$ cat src/rtsb_pkg.sv
// ----------------------------------------------------------------------------
// rtsb_pkg: shared types and constants of the tile-scan block address unit
// Field widths, tile limits, configuration register codes and the payload
// structs of the input and result channels.
// ----------------------------------------------------------------------------
package rtsb_pkg;

  localparam int MAX_TILES_PER_DIM  = 4;
  localparam int BLOCKS_PER_SB_SIDE = 2;
  localparam int SB_PIXELS          = 64;

  localparam int COORD_W  = 11;
  localparam int ADDR_W   = 20;
  localparam int OFFS_W   = 22;
  localparam int FRAME_W  = 16;
  localparam int CNT_W    = 3;
  localparam int FIELD_W  = 16;
  localparam int PACK_FIELDS = 4;
  localparam int PACK_W   = FIELD_W * PACK_FIELDS;
  localparam int PIDX_W   = $clog2(PACK_FIELDS);

  localparam int SIZE_W   = FIELD_W + 1;
  localparam int BND_W    = SIZE_W + $clog2(MAX_TILES_PER_DIM + 1);
  localparam int TIDX_W   = (MAX_TILES_PER_DIM > 1) ? $clog2(MAX_TILES_PER_DIM) : 1;
  localparam int SB_COORD_W = $clog2((2 ** COORD_W - 1) / BLOCKS_PER_SB_SIDE + 1);
  localparam int SBW_W    = $clog2((2 ** FRAME_W - 1) / SB_PIXELS + 2);
  localparam int SB_BLOCKS = BLOCKS_PER_SB_SIDE * BLOCKS_PER_SB_SIDE;
  localparam int POS_W    = (SB_BLOCKS > 1) ? $clog2(SB_BLOCKS) : 1;

  localparam int CFG_DATA_W = 64;
  localparam int CFG_ADDR_W = 6;
  localparam int CFG_IDX_W  = 3;

  typedef enum logic [CFG_IDX_W-1:0] {
    REG_FRAME_WIDTH  = 3'd0,
    REG_TILE_COLS    = 3'd1,
    REG_TILE_ROWS    = 3'd2,
    REG_TILE_WIDTHS  = 3'd3,
    REG_TILE_HEIGHTS = 3'd4
  } reg_idx_t;

  typedef struct packed {
    logic [COORD_W-1:0] block_col;
    logic [COORD_W-1:0] block_row;
  } in_t;

  typedef struct packed {
    logic [ADDR_W-1:0] sb_tile_addr;
    logic [OFFS_W-1:0] block_offset;
  } out_t;

  // Zero means one tile, anything above the limit means the limit.
  function automatic logic [CNT_W-1:0] clamp_count(input logic [CNT_W-1:0] c);
    logic [CNT_W-1:0] r;
    r = c;
    if (c == '0) r = CNT_W'(1);
    else if (c > CNT_W'(MAX_TILES_PER_DIM)) r = CNT_W'(MAX_TILES_PER_DIM);
    return r;
  endfunction

  // Tile size in superblocks: the stored field plus one.
  function automatic logic [SIZE_W-1:0] field_size(input logic [PACK_W-1:0] packed_f,
                                                   input logic [PIDX_W-1:0] i);
    logic [FIELD_W-1:0] f;
    f = packed_f[FIELD_W*i +: FIELD_W];
    return SIZE_W'(f) + SIZE_W'(1);
  endfunction

endpackage

$ cat src/raster_to_tile_scan_block_address_unit.sv
// ----------------------------------------------------------------------------
// raster_to_tile_scan_block_address_unit: 32x32 block to tile-scan address
// Looks up the tile of a block's superblock from registered tile boundaries,
// forms the superblock's tile-scan address and the block's buffer offset.
// ----------------------------------------------------------------------------
//  channel  | ports                                   | handshake
//  ---------+-----------------------------------------+-----------------------
//  input    | start, busy, in_data                    | start && !busy
//  result   | out_valid, out_data                     | out_valid, one cycle
//  config   | psel, penable, pwrite, paddr, pwdata,   | psel && penable &&
//           | prdata, pready                          | pwrite && pready
//
//  One item per clock while busy is low; each result passes through the
//  registered steps input capture, tile lookup, three multipliers and final
//  sum before it reaches the result ports.
//  busy is high during reset and for the first cycle after it, while the tile
//  boundary registers load; it is low afterwards, since the result side never
//  stalls.
//  Reset clears the valid bits and loads the register defaults.
// ----------------------------------------------------------------------------
module raster_to_tile_scan_block_address_unit (
  input  logic                               clk,
  input  logic                               rst_n,
  input  logic                               start,
  output logic                               busy,
  input  rtsb_pkg::in_t                      in_data,
  output logic                               out_valid,
  output rtsb_pkg::out_t                     out_data,
  input  logic                               psel,
  input  logic                               penable,
  input  logic                               pwrite,
  input  logic [rtsb_pkg::CFG_ADDR_W-1:0]    paddr,
  input  logic [rtsb_pkg::CFG_DATA_W-1:0]    pwdata,
  output logic [rtsb_pkg::CFG_DATA_W-1:0]    prdata,
  output logic                               pready
);

  localparam int NT = rtsb_pkg::MAX_TILES_PER_DIM;

  // configuration registers
  logic [rtsb_pkg::FRAME_W-1:0] frame_w_r;
  logic [rtsb_pkg::CNT_W-1:0]   col_cnt_r;
  logic [rtsb_pkg::CNT_W-1:0]   row_cnt_r;
  logic [rtsb_pkg::PACK_W-1:0]  widths_r;
  logic [rtsb_pkg::PACK_W-1:0]  heights_r;

  logic                         cfg_wr;
  rtsb_pkg::reg_idx_t           cfg_idx;

  assign pready  = 1'b1;
  assign cfg_wr  = psel && penable && pwrite && pready;
  assign cfg_idx = rtsb_pkg::reg_idx_t'(paddr[rtsb_pkg::CFG_ADDR_W-1 -: rtsb_pkg::CFG_IDX_W]);

  always_ff @(posedge clk) begin
    if (!rst_n) begin
      frame_w_r <= '0;
      col_cnt_r <= rtsb_pkg::CNT_W'(1);
      row_cnt_r <= rtsb_pkg::CNT_W'(1);
      widths_r  <= '0;
      heights_r <= '0;
    end else if (cfg_wr) begin
      case (cfg_idx)
        rtsb_pkg::REG_FRAME_WIDTH:  frame_w_r <= pwdata[rtsb_pkg::FRAME_W-1:0];
        rtsb_pkg::REG_TILE_COLS:    col_cnt_r <= pwdata[rtsb_pkg::CNT_W-1:0];
        rtsb_pkg::REG_TILE_ROWS:    row_cnt_r <= pwdata[rtsb_pkg::CNT_W-1:0];
        rtsb_pkg::REG_TILE_WIDTHS:  widths_r  <= pwdata[rtsb_pkg::PACK_W-1:0];
        rtsb_pkg::REG_TILE_HEIGHTS: heights_r <= pwdata[rtsb_pkg::PACK_W-1:0];
        default: ;
      endcase
    end
  end

  always_comb begin
    case (cfg_idx)
      rtsb_pkg::REG_FRAME_WIDTH:  prdata = rtsb_pkg::CFG_DATA_W'(frame_w_r);
      rtsb_pkg::REG_TILE_COLS:    prdata = rtsb_pkg::CFG_DATA_W'(col_cnt_r);
      rtsb_pkg::REG_TILE_ROWS:    prdata = rtsb_pkg::CFG_DATA_W'(row_cnt_r);
      rtsb_pkg::REG_TILE_WIDTHS:  prdata = rtsb_pkg::CFG_DATA_W'(widths_r);
      rtsb_pkg::REG_TILE_HEIGHTS: prdata = rtsb_pkg::CFG_DATA_W'(heights_r);
      default:                    prdata = '0;
    endcase
  end

  // tile boundaries, refreshed every cycle from the configuration
  logic [rtsb_pkg::BND_W-1:0] col_bnd_r   [NT];
  logic [rtsb_pkg::BND_W-1:0] col_bnd_nxt [NT];
  logic [rtsb_pkg::BND_W-1:0] row_bnd_r   [NT];
  logic [rtsb_pkg::BND_W-1:0] row_bnd_nxt [NT];
  logic [rtsb_pkg::CNT_W-1:0] col_use_r;
  logic [rtsb_pkg::CNT_W-1:0] row_use_r;

  always_comb begin
    logic [rtsb_pkg::BND_W-1:0] cacc;
    logic [rtsb_pkg::BND_W-1:0] racc;
    cacc = '0;
    racc = '0;
    for (int i = 0; i < NT; i++) begin
      col_bnd_nxt[i] = cacc;
      row_bnd_nxt[i] = racc;
      cacc = cacc + rtsb_pkg::BND_W'(rtsb_pkg::field_size(widths_r, rtsb_pkg::PIDX_W'(i)));
      racc = racc + rtsb_pkg::BND_W'(rtsb_pkg::field_size(heights_r, rtsb_pkg::PIDX_W'(i)));
    end
  end

  always_ff @(posedge clk) begin
    col_bnd_r <= col_bnd_nxt;
    row_bnd_r <= row_bnd_nxt;
    col_use_r <= rtsb_pkg::clamp_count(col_cnt_r);
    row_use_r <= rtsb_pkg::clamp_count(row_cnt_r);
  end

  // hold busy for one cycle after reset so the boundaries settle
  logic busy_r;
  always_ff @(posedge clk) begin
    if (!rst_n) busy_r <= 1'b1;
    else        busy_r <= 1'b0;
  end
  assign busy = busy_r;

  logic accept;
  assign accept = start && !busy_r;

  // stage 1: input capture
  logic                            s1_vld_r;
  logic [rtsb_pkg::SB_COORD_W-1:0] s1_sbx_r;
  logic [rtsb_pkg::SB_COORD_W-1:0] s1_sby_r;
  logic [rtsb_pkg::POS_W-1:0]      s1_pos_r;

  // stage 2: tile lookup
  logic                            s2_vld_r;
  logic [rtsb_pkg::SB_COORD_W-1:0] s2_dx_r;
  logic [rtsb_pkg::SB_COORD_W-1:0] s2_dy_r;
  logic [rtsb_pkg::SB_COORD_W-1:0] s2_cstart_r;
  logic [rtsb_pkg::SB_COORD_W-1:0] s2_rstart_r;
  logic [rtsb_pkg::SIZE_W-1:0]     s2_tw_r;
  logic [rtsb_pkg::SIZE_W-1:0]     s2_th_r;
  logic [rtsb_pkg::POS_W-1:0]      s2_pos_r;

  // stage 3: products
  logic                            s3_vld_r;
  logic [rtsb_pkg::OFFS_W-1:0]     s3_prow_r;
  logic [rtsb_pkg::OFFS_W-1:0]     s3_pcol_r;
  logic [rtsb_pkg::OFFS_W-1:0]     s3_pin_r;
  logic [rtsb_pkg::SB_COORD_W-1:0] s3_dx_r;
  logic [rtsb_pkg::POS_W-1:0]      s3_pos_r;

  logic                            out_valid_r;
  rtsb_pkg::out_t                  out_data_r;

  always_ff @(posedge clk) begin
    if (!rst_n) begin
      s1_vld_r    <= 1'b0;
      s2_vld_r    <= 1'b0;
      s3_vld_r    <= 1'b0;
      out_valid_r <= 1'b0;
    end else begin
      s1_vld_r    <= accept;
      s2_vld_r    <= s1_vld_r;
      s3_vld_r    <= s2_vld_r;
      out_valid_r <= s3_vld_r;
    end
  end

  always_ff @(posedge clk) begin
    if (accept) begin
      s1_sbx_r <= rtsb_pkg::SB_COORD_W'(in_data.block_col / rtsb_pkg::BLOCKS_PER_SB_SIDE);
      s1_sby_r <= rtsb_pkg::SB_COORD_W'(in_data.block_row / rtsb_pkg::BLOCKS_PER_SB_SIDE);
      s1_pos_r <= rtsb_pkg::POS_W'(
                    (in_data.block_row % rtsb_pkg::BLOCKS_PER_SB_SIDE)
                    * rtsb_pkg::BLOCKS_PER_SB_SIDE
                    + in_data.block_col % rtsb_pkg::BLOCKS_PER_SB_SIDE);
    end
  end

  // pick the last tile in use whose start is not past the coordinate
  logic [rtsb_pkg::TIDX_W-1:0]     tx;
  logic [rtsb_pkg::TIDX_W-1:0]     ty;
  logic [rtsb_pkg::SB_COORD_W-1:0] cstart;
  logic [rtsb_pkg::SB_COORD_W-1:0] rstart;

  always_comb begin
    tx = '0;
    ty = '0;
    for (int i = 0; i < NT; i++) begin
      if (rtsb_pkg::CNT_W'(i) < col_use_r &&
          rtsb_pkg::BND_W'(s1_sbx_r) >= col_bnd_r[i]) tx = rtsb_pkg::TIDX_W'(i);
      if (rtsb_pkg::CNT_W'(i) < row_use_r &&
          rtsb_pkg::BND_W'(s1_sby_r) >= row_bnd_r[i]) ty = rtsb_pkg::TIDX_W'(i);
    end
    // a selected start never exceeds its coordinate, so it fits the coordinate width
    cstart = col_bnd_r[tx][rtsb_pkg::SB_COORD_W-1:0];
    rstart = row_bnd_r[ty][rtsb_pkg::SB_COORD_W-1:0];
  end

  always_ff @(posedge clk) begin
    s2_dx_r     <= s1_sbx_r - cstart;
    s2_dy_r     <= s1_sby_r - rstart;
    s2_cstart_r <= cstart;
    s2_rstart_r <= rstart;
    s2_tw_r     <= rtsb_pkg::field_size(widths_r, rtsb_pkg::PIDX_W'(tx));
    s2_th_r     <= rtsb_pkg::field_size(heights_r, rtsb_pkg::PIDX_W'(ty));
    s2_pos_r    <= s1_pos_r;
  end

  logic [rtsb_pkg::SBW_W-1:0] sb_per_row;
  assign sb_per_row = rtsb_pkg::SBW_W'(frame_w_r / rtsb_pkg::SB_PIXELS) + rtsb_pkg::SBW_W'(1);

  always_ff @(posedge clk) begin
    s3_prow_r <= rtsb_pkg::OFFS_W'(sb_per_row) * rtsb_pkg::OFFS_W'(s2_rstart_r);
    s3_pcol_r <= rtsb_pkg::OFFS_W'(s2_th_r) * rtsb_pkg::OFFS_W'(s2_cstart_r);
    s3_pin_r  <= rtsb_pkg::OFFS_W'(s2_dy_r) * rtsb_pkg::OFFS_W'(s2_tw_r);
    s3_dx_r   <= s2_dx_r;
    s3_pos_r  <= s2_pos_r;
  end

  // all arithmetic wraps at the offset width; the address takes its low bits
  logic [rtsb_pkg::OFFS_W-1:0] addr_full;
  logic [rtsb_pkg::OFFS_W-1:0] offs_full;

  always_comb begin
    addr_full = s3_prow_r + s3_pcol_r + s3_pin_r + rtsb_pkg::OFFS_W'(s3_dx_r);
    offs_full = addr_full * rtsb_pkg::OFFS_W'(rtsb_pkg::SB_BLOCKS)
                + rtsb_pkg::OFFS_W'(s3_pos_r);
  end

  always_ff @(posedge clk) begin
    out_data_r.sb_tile_addr <= addr_full[rtsb_pkg::ADDR_W-1:0];
    out_data_r.block_offset <= offs_full;
  end

  assign out_valid = out_valid_r;
  assign out_data  = out_data_r;

endmodule

$ cat config.mk
export PLATFORM = sky130hd
export DESIGN_NAME = raster_to_tile_scan_block_address_unit
export DESIGN_NICKNAME = d
export VERILOG_FILES = /design/src/rtsb_pkg.sv /design/src/raster_to_tile_scan_block_address_unit.sv
export SDC_FILE = /design/constraint.sdc
export NUM_CORES = 2
export LEC_CHECK = 0
export BUFFER_PORTS_ARGS = -buffer_cell sky130_fd_sc_hd__buf_2
export CAP_MARGIN = 25
export CORE_MARGIN = 2
export CORE_UTILIZATION = 30
export CTS_CLUSTER_DIAMETER = 120
export DETAILED_ROUTE_END_ITERATION = 7
export GPL_TIMING_DRIVEN = 0
export PLACE_DENSITY = 0.54
export SYNTH_ARGS = -nofsm -noshare
export SYNTH_HDL_FRONTEND = slang
export SYNTH_SLANG_ARGS = --single-unit
$ cat constraint.sdc
create_clock -name clk -period 8.2 [get_ports clk]
set_clock_uncertainty 0.15 [all_clocks]
set_input_delay 0.41 -clock clk [delete_from_list [all_inputs] [get_ports clk]]
set_output_delay 0.41 -clock clk [all_outputs]
set_load 0.1 [all_outputs]
==> results.yml <==
synthesis:
  seq_area_frac_synth: 0.274
  synth-adder-area-share: 0.286
  synth_edf_count: 22
  yosys.area_share.xor_xnor: 0.0571
  avgSynthCellArea_um2: 8.78
  synthMuxAreaShare: 0.0135
  synth_cell_types: 80
  syn_inst: 3926
  synth_simple_gate_area_frac: 0.178
  async_flop_share: 0
  yosysWarningCount: 0
  ys_ff_latch: 461
  synth_top_family_by_area: "adder cells"
  synth_fp_nets: 4632
  netlist_area_um2: 34500
  synth_ff_type: "dfxtp_1"
  synth-compound-area-share: 0.119
clock_network:
  clk_pin_slew_ns: 0.06
  cts_tree: "built"
  clkSinkCount: 461
  cts_max_level: 2
  clockBufferDepth: 3
  clock_latency_ns: 0.66
  numCtsBuffers: 54
  postCtsResizedCells: 0
  clockRootBuffer: "clkbuf_16"
critical_path:
  cp.arrival_ns: 7.08
  end_kind: "flop"
  r2r_cells: 24
  critical_path.max_fanout: 7
  critPathBufInv: 4
  crit_chain: "ha_1 -> nand2_1 -> nor2_1 -> nand3_1 -> xnor2_1 -> buf_4 -> nand2_1 -> fa_1 -> inv_1 -> fa_1 -> fa_1 -> fa_1 -> inv_1 -> fa_1 -> inv_1 -> ha_1 -> and2_1 -> o21ai_0 -> o21a_1 -> a21oi_1 -> a211oi_1 -> o21bai_1 -> a21oi_1 -> xnor2_1"
  setup.worst_path.class: "flop to flop"
  start_kind: "flop"
  cp.depth: 24
  crit_required_ns: 8.56
  cp_top_family: "adder cells"
  critical_path.most_common_cell: "fa_1"
  cp_slowest_cell: "dfxtp_1"
  crit_path_max_incr_delay_ns: 0.59
min_path:
  hp-class: "input port to flop"
  min_path_cells: 5
layout:
  fill_cells: 11971
  nets: 4987
  final_common_cell: "nand2_1"
  mostFrequentLayoutCells: "nand2_1, inv_1, dfxtp_1"
  multi_input_area_um2: 22600
  regArea_um2: 9450
  drive_gt1_frac: 0.0877
  syn_to_final_growth_pct: 16.7
  instances_no_fill: 5839
sta:
  finalCriticalPeriod_ns: 6.73
  timing.final.crit_share: 0.820
  relSlewSlack: 0.251
  hold_viol_final: 0
  final_max_slew_viol_count: 0
  setup_violations: 0
  rsz0062_at_grt: "no"
  setup-tns-final_ns: 0
  fmax_mhz: 149
  tightest_slew_ns: 1.10
routing:
  dr_total_vias: 28237
  initialDrtViolationCount: 2111
  wl_um: 112000
  drt_first_pass_iters: 7
  avgViaCountPerCell: 4.84
  route.antenna.remaining_nets: 0
  wl_per_cell_um: 19.2
  drt_drc_violations_left: 0
power:
  total_leakage_power_nw: 18.3
  finalPower_mw: 6.10
  power.density_nw_per_um2: 152
  peakVddDrop_uv: 228
global_route:
  track_usage: 0.190
  grt_pass1_vias: 28013
  grt_overflow: 0
  grt_max_degree: 17
  antenna_found_initial: 9
  grt_first_pass_wirelength_um: 170000
floorplanning:
  die-area_um2: 118000
  die_h_um: 343
  pin_count: 207
  chipWidth_um: 343
  start_util: 0.302
  core_um2: 114000
  rows: 124
place:
  placed_cells: 5647
  gp_congestion: 0.930
  dp.final_hpwl_um: 92000
  port_buffers: 202
flow_run:
  maxCapViolations: 0
outcome:
  run_status: "finished, final reports clean"
-- cells by family (layout without fill, tap and decap cells) --
group	Yosys count	after routing
AND/OR/NAND/NOR	1307	1307
buffers and inverters	635	1033
flip-flops	461	461
AO/OA/AOI/OAI	645	645
other	1	4
multiplexers	46	46
adder cells (fa/ha/maj)	608	608
XOR/XNOR	223	223
-- worst reg2reg max path: stages (launching register included) --
cell and delay (ns):
dfxtp_1 0.59, ha_1 0.29, nand2_1 0.07, nor2_1 0.20
nand3_1 0.13, xnor2_1 0.43, buf_4 0.25, nand2_1 0.09
fa_1 0.56, inv_1 0.05, fa_1 0.50, fa_1 0.49
fa_1 0.53, inv_1 0.05, fa_1 0.47, inv_1 0.04
ha_1 0.32, and2_1 0.15, o21ai_0 0.22, o21a_1 0.21
a21oi_1 0.09, a211oi_1 0.33, o21bai_1 0.10, a21oi_1 0.17
xnor2_1 0.10
-- where the power goes --
group	internal, mW	switching [mW]
Combinational	0.327	0.838
Sequential	2.35	0.0626
Clock	1.46	1.06
-- path summary, 6_finish.rpt --
check,from,endpoint,slack [ns]
worst max-delay path,frame_w_r[6],s3_prow_r[19],1.47
worst min-delay path,penable,heights_r[2],0.09
worst max register to register,frame_w_r[6],s3_prow_r[19],1.47
worst min register to register,s2_dx_r[3],s3_dx_r[3],0.17
-- repair_timing --
item | CTS | global route
hold buffers | 88 | 0
endpoints found under the hold margin | 176 | 0
endpoints found under the setup margin | 0 | 0
setup buffers | 0 | 0
-- per-layer routing --
metal / up-vias / routed length (µm) / global-route usage
li1: 13496 / - / -
met2: 894 / 49900 / 0.305
met5: - / 0 / 0
met4: 0 / 3810 / 0.0608
met1: 13692 / 51500 / 0.264
met3: 155 / 6970 / 0.0270
-- state kept, by name, indices dropped and copies added (netlist names), 10 cells and up --
register / count
s2_dx_r: 10
frame_w_r: 16
s1_sbx_r: 10
s2_dy_r: 10
s1_sby_r: 10
s3_prow_r: 20
s3_dx_r: 10
heights_r: 64
s3_pcol_r: 20
s2_th_r: 17
s2_tw_r: 17
out_data: 22
s2_rstart_r: 10
row_bnd_r: 54
col_bnd_r: 54
s3_pin_r: 20
widths_r: 64
s2_cstart_r: 10
-- Yosys cell counts (12+ instances only) --
cell type / n / share of area
nor3_1: 52 / 0.0075
or3_1: 12 / 0.0022
edfxtp_1: 22 / 0.019
dfxtp_1: 439 / 0.25
a31oi_1: 18 / 0.0033
mux2i_1: 41 / 0.012
a21boi_0: 12 / 0.0026
ha_1: 306 / 0.11
nor2b_1: 47 / 0.0085
nor4_1: 12 / 0.0022
xnor2_1: 159 / 0.040
nor2_1: 166 / 0.018
and2_1: 197 / 0.036
clkbuf_1: 140 / 0.015
inv_1: 462 / 0.050
xor2_1: 63 / 0.016
a211o_1: 13 / 0.0033
a21oi_1: 270 / 0.039
buf_4: 22 / 0.0048
nand3_1: 68 / 0.0099
a21o_1: 40 / 0.0087
a211oi_1: 15 / 0.0033
o211ai_1: 15 / 0.0033
a22o_1: 52 / 0.013
nand2b_1: 18 / 0.0033
nand2_1: 643 / 0.070
and3_1: 29 / 0.0053
o21a_1: 35 / 0.0076
o21ai_0: 91 / 0.013
fa_1: 302 / 0.18
-- metrics by stage --
stage,setup WS (ns),cell area [µm²],hold slack (ns),utilization
2_1_floorplan,2.40,34500,0.160,-
3_3_place_gp,1.18,37400,0.160,0.327
3_5_place_dp,1.26,37500,0.164,0.328
4_1_cts,1.25,40200,0.0456,0.352
5_1_grt,0.970,40200,0.105,0.352
6_report,1.47,40200,0.0923,0.352
-- final cells by class --
| cell class | instances | share of cell area |
|---|---|---|
| clock buffer | 73 | 0.0386 |
| buffer | 172 | 0.0184 |
| antenna | 3 | 0.000187 |
| multi-input combinational | 2830 | 0.561 |
| inverter | 463 | 0.0432 |
| sequential | 461 | 0.235 |
| timing repair buffer | 299 | 0.0492 |
| tap | 1512 | 0.0470 |
| clock inverter | 26 | 0.00759 |
Note: power is estimated with default switching activity, not from simulation.
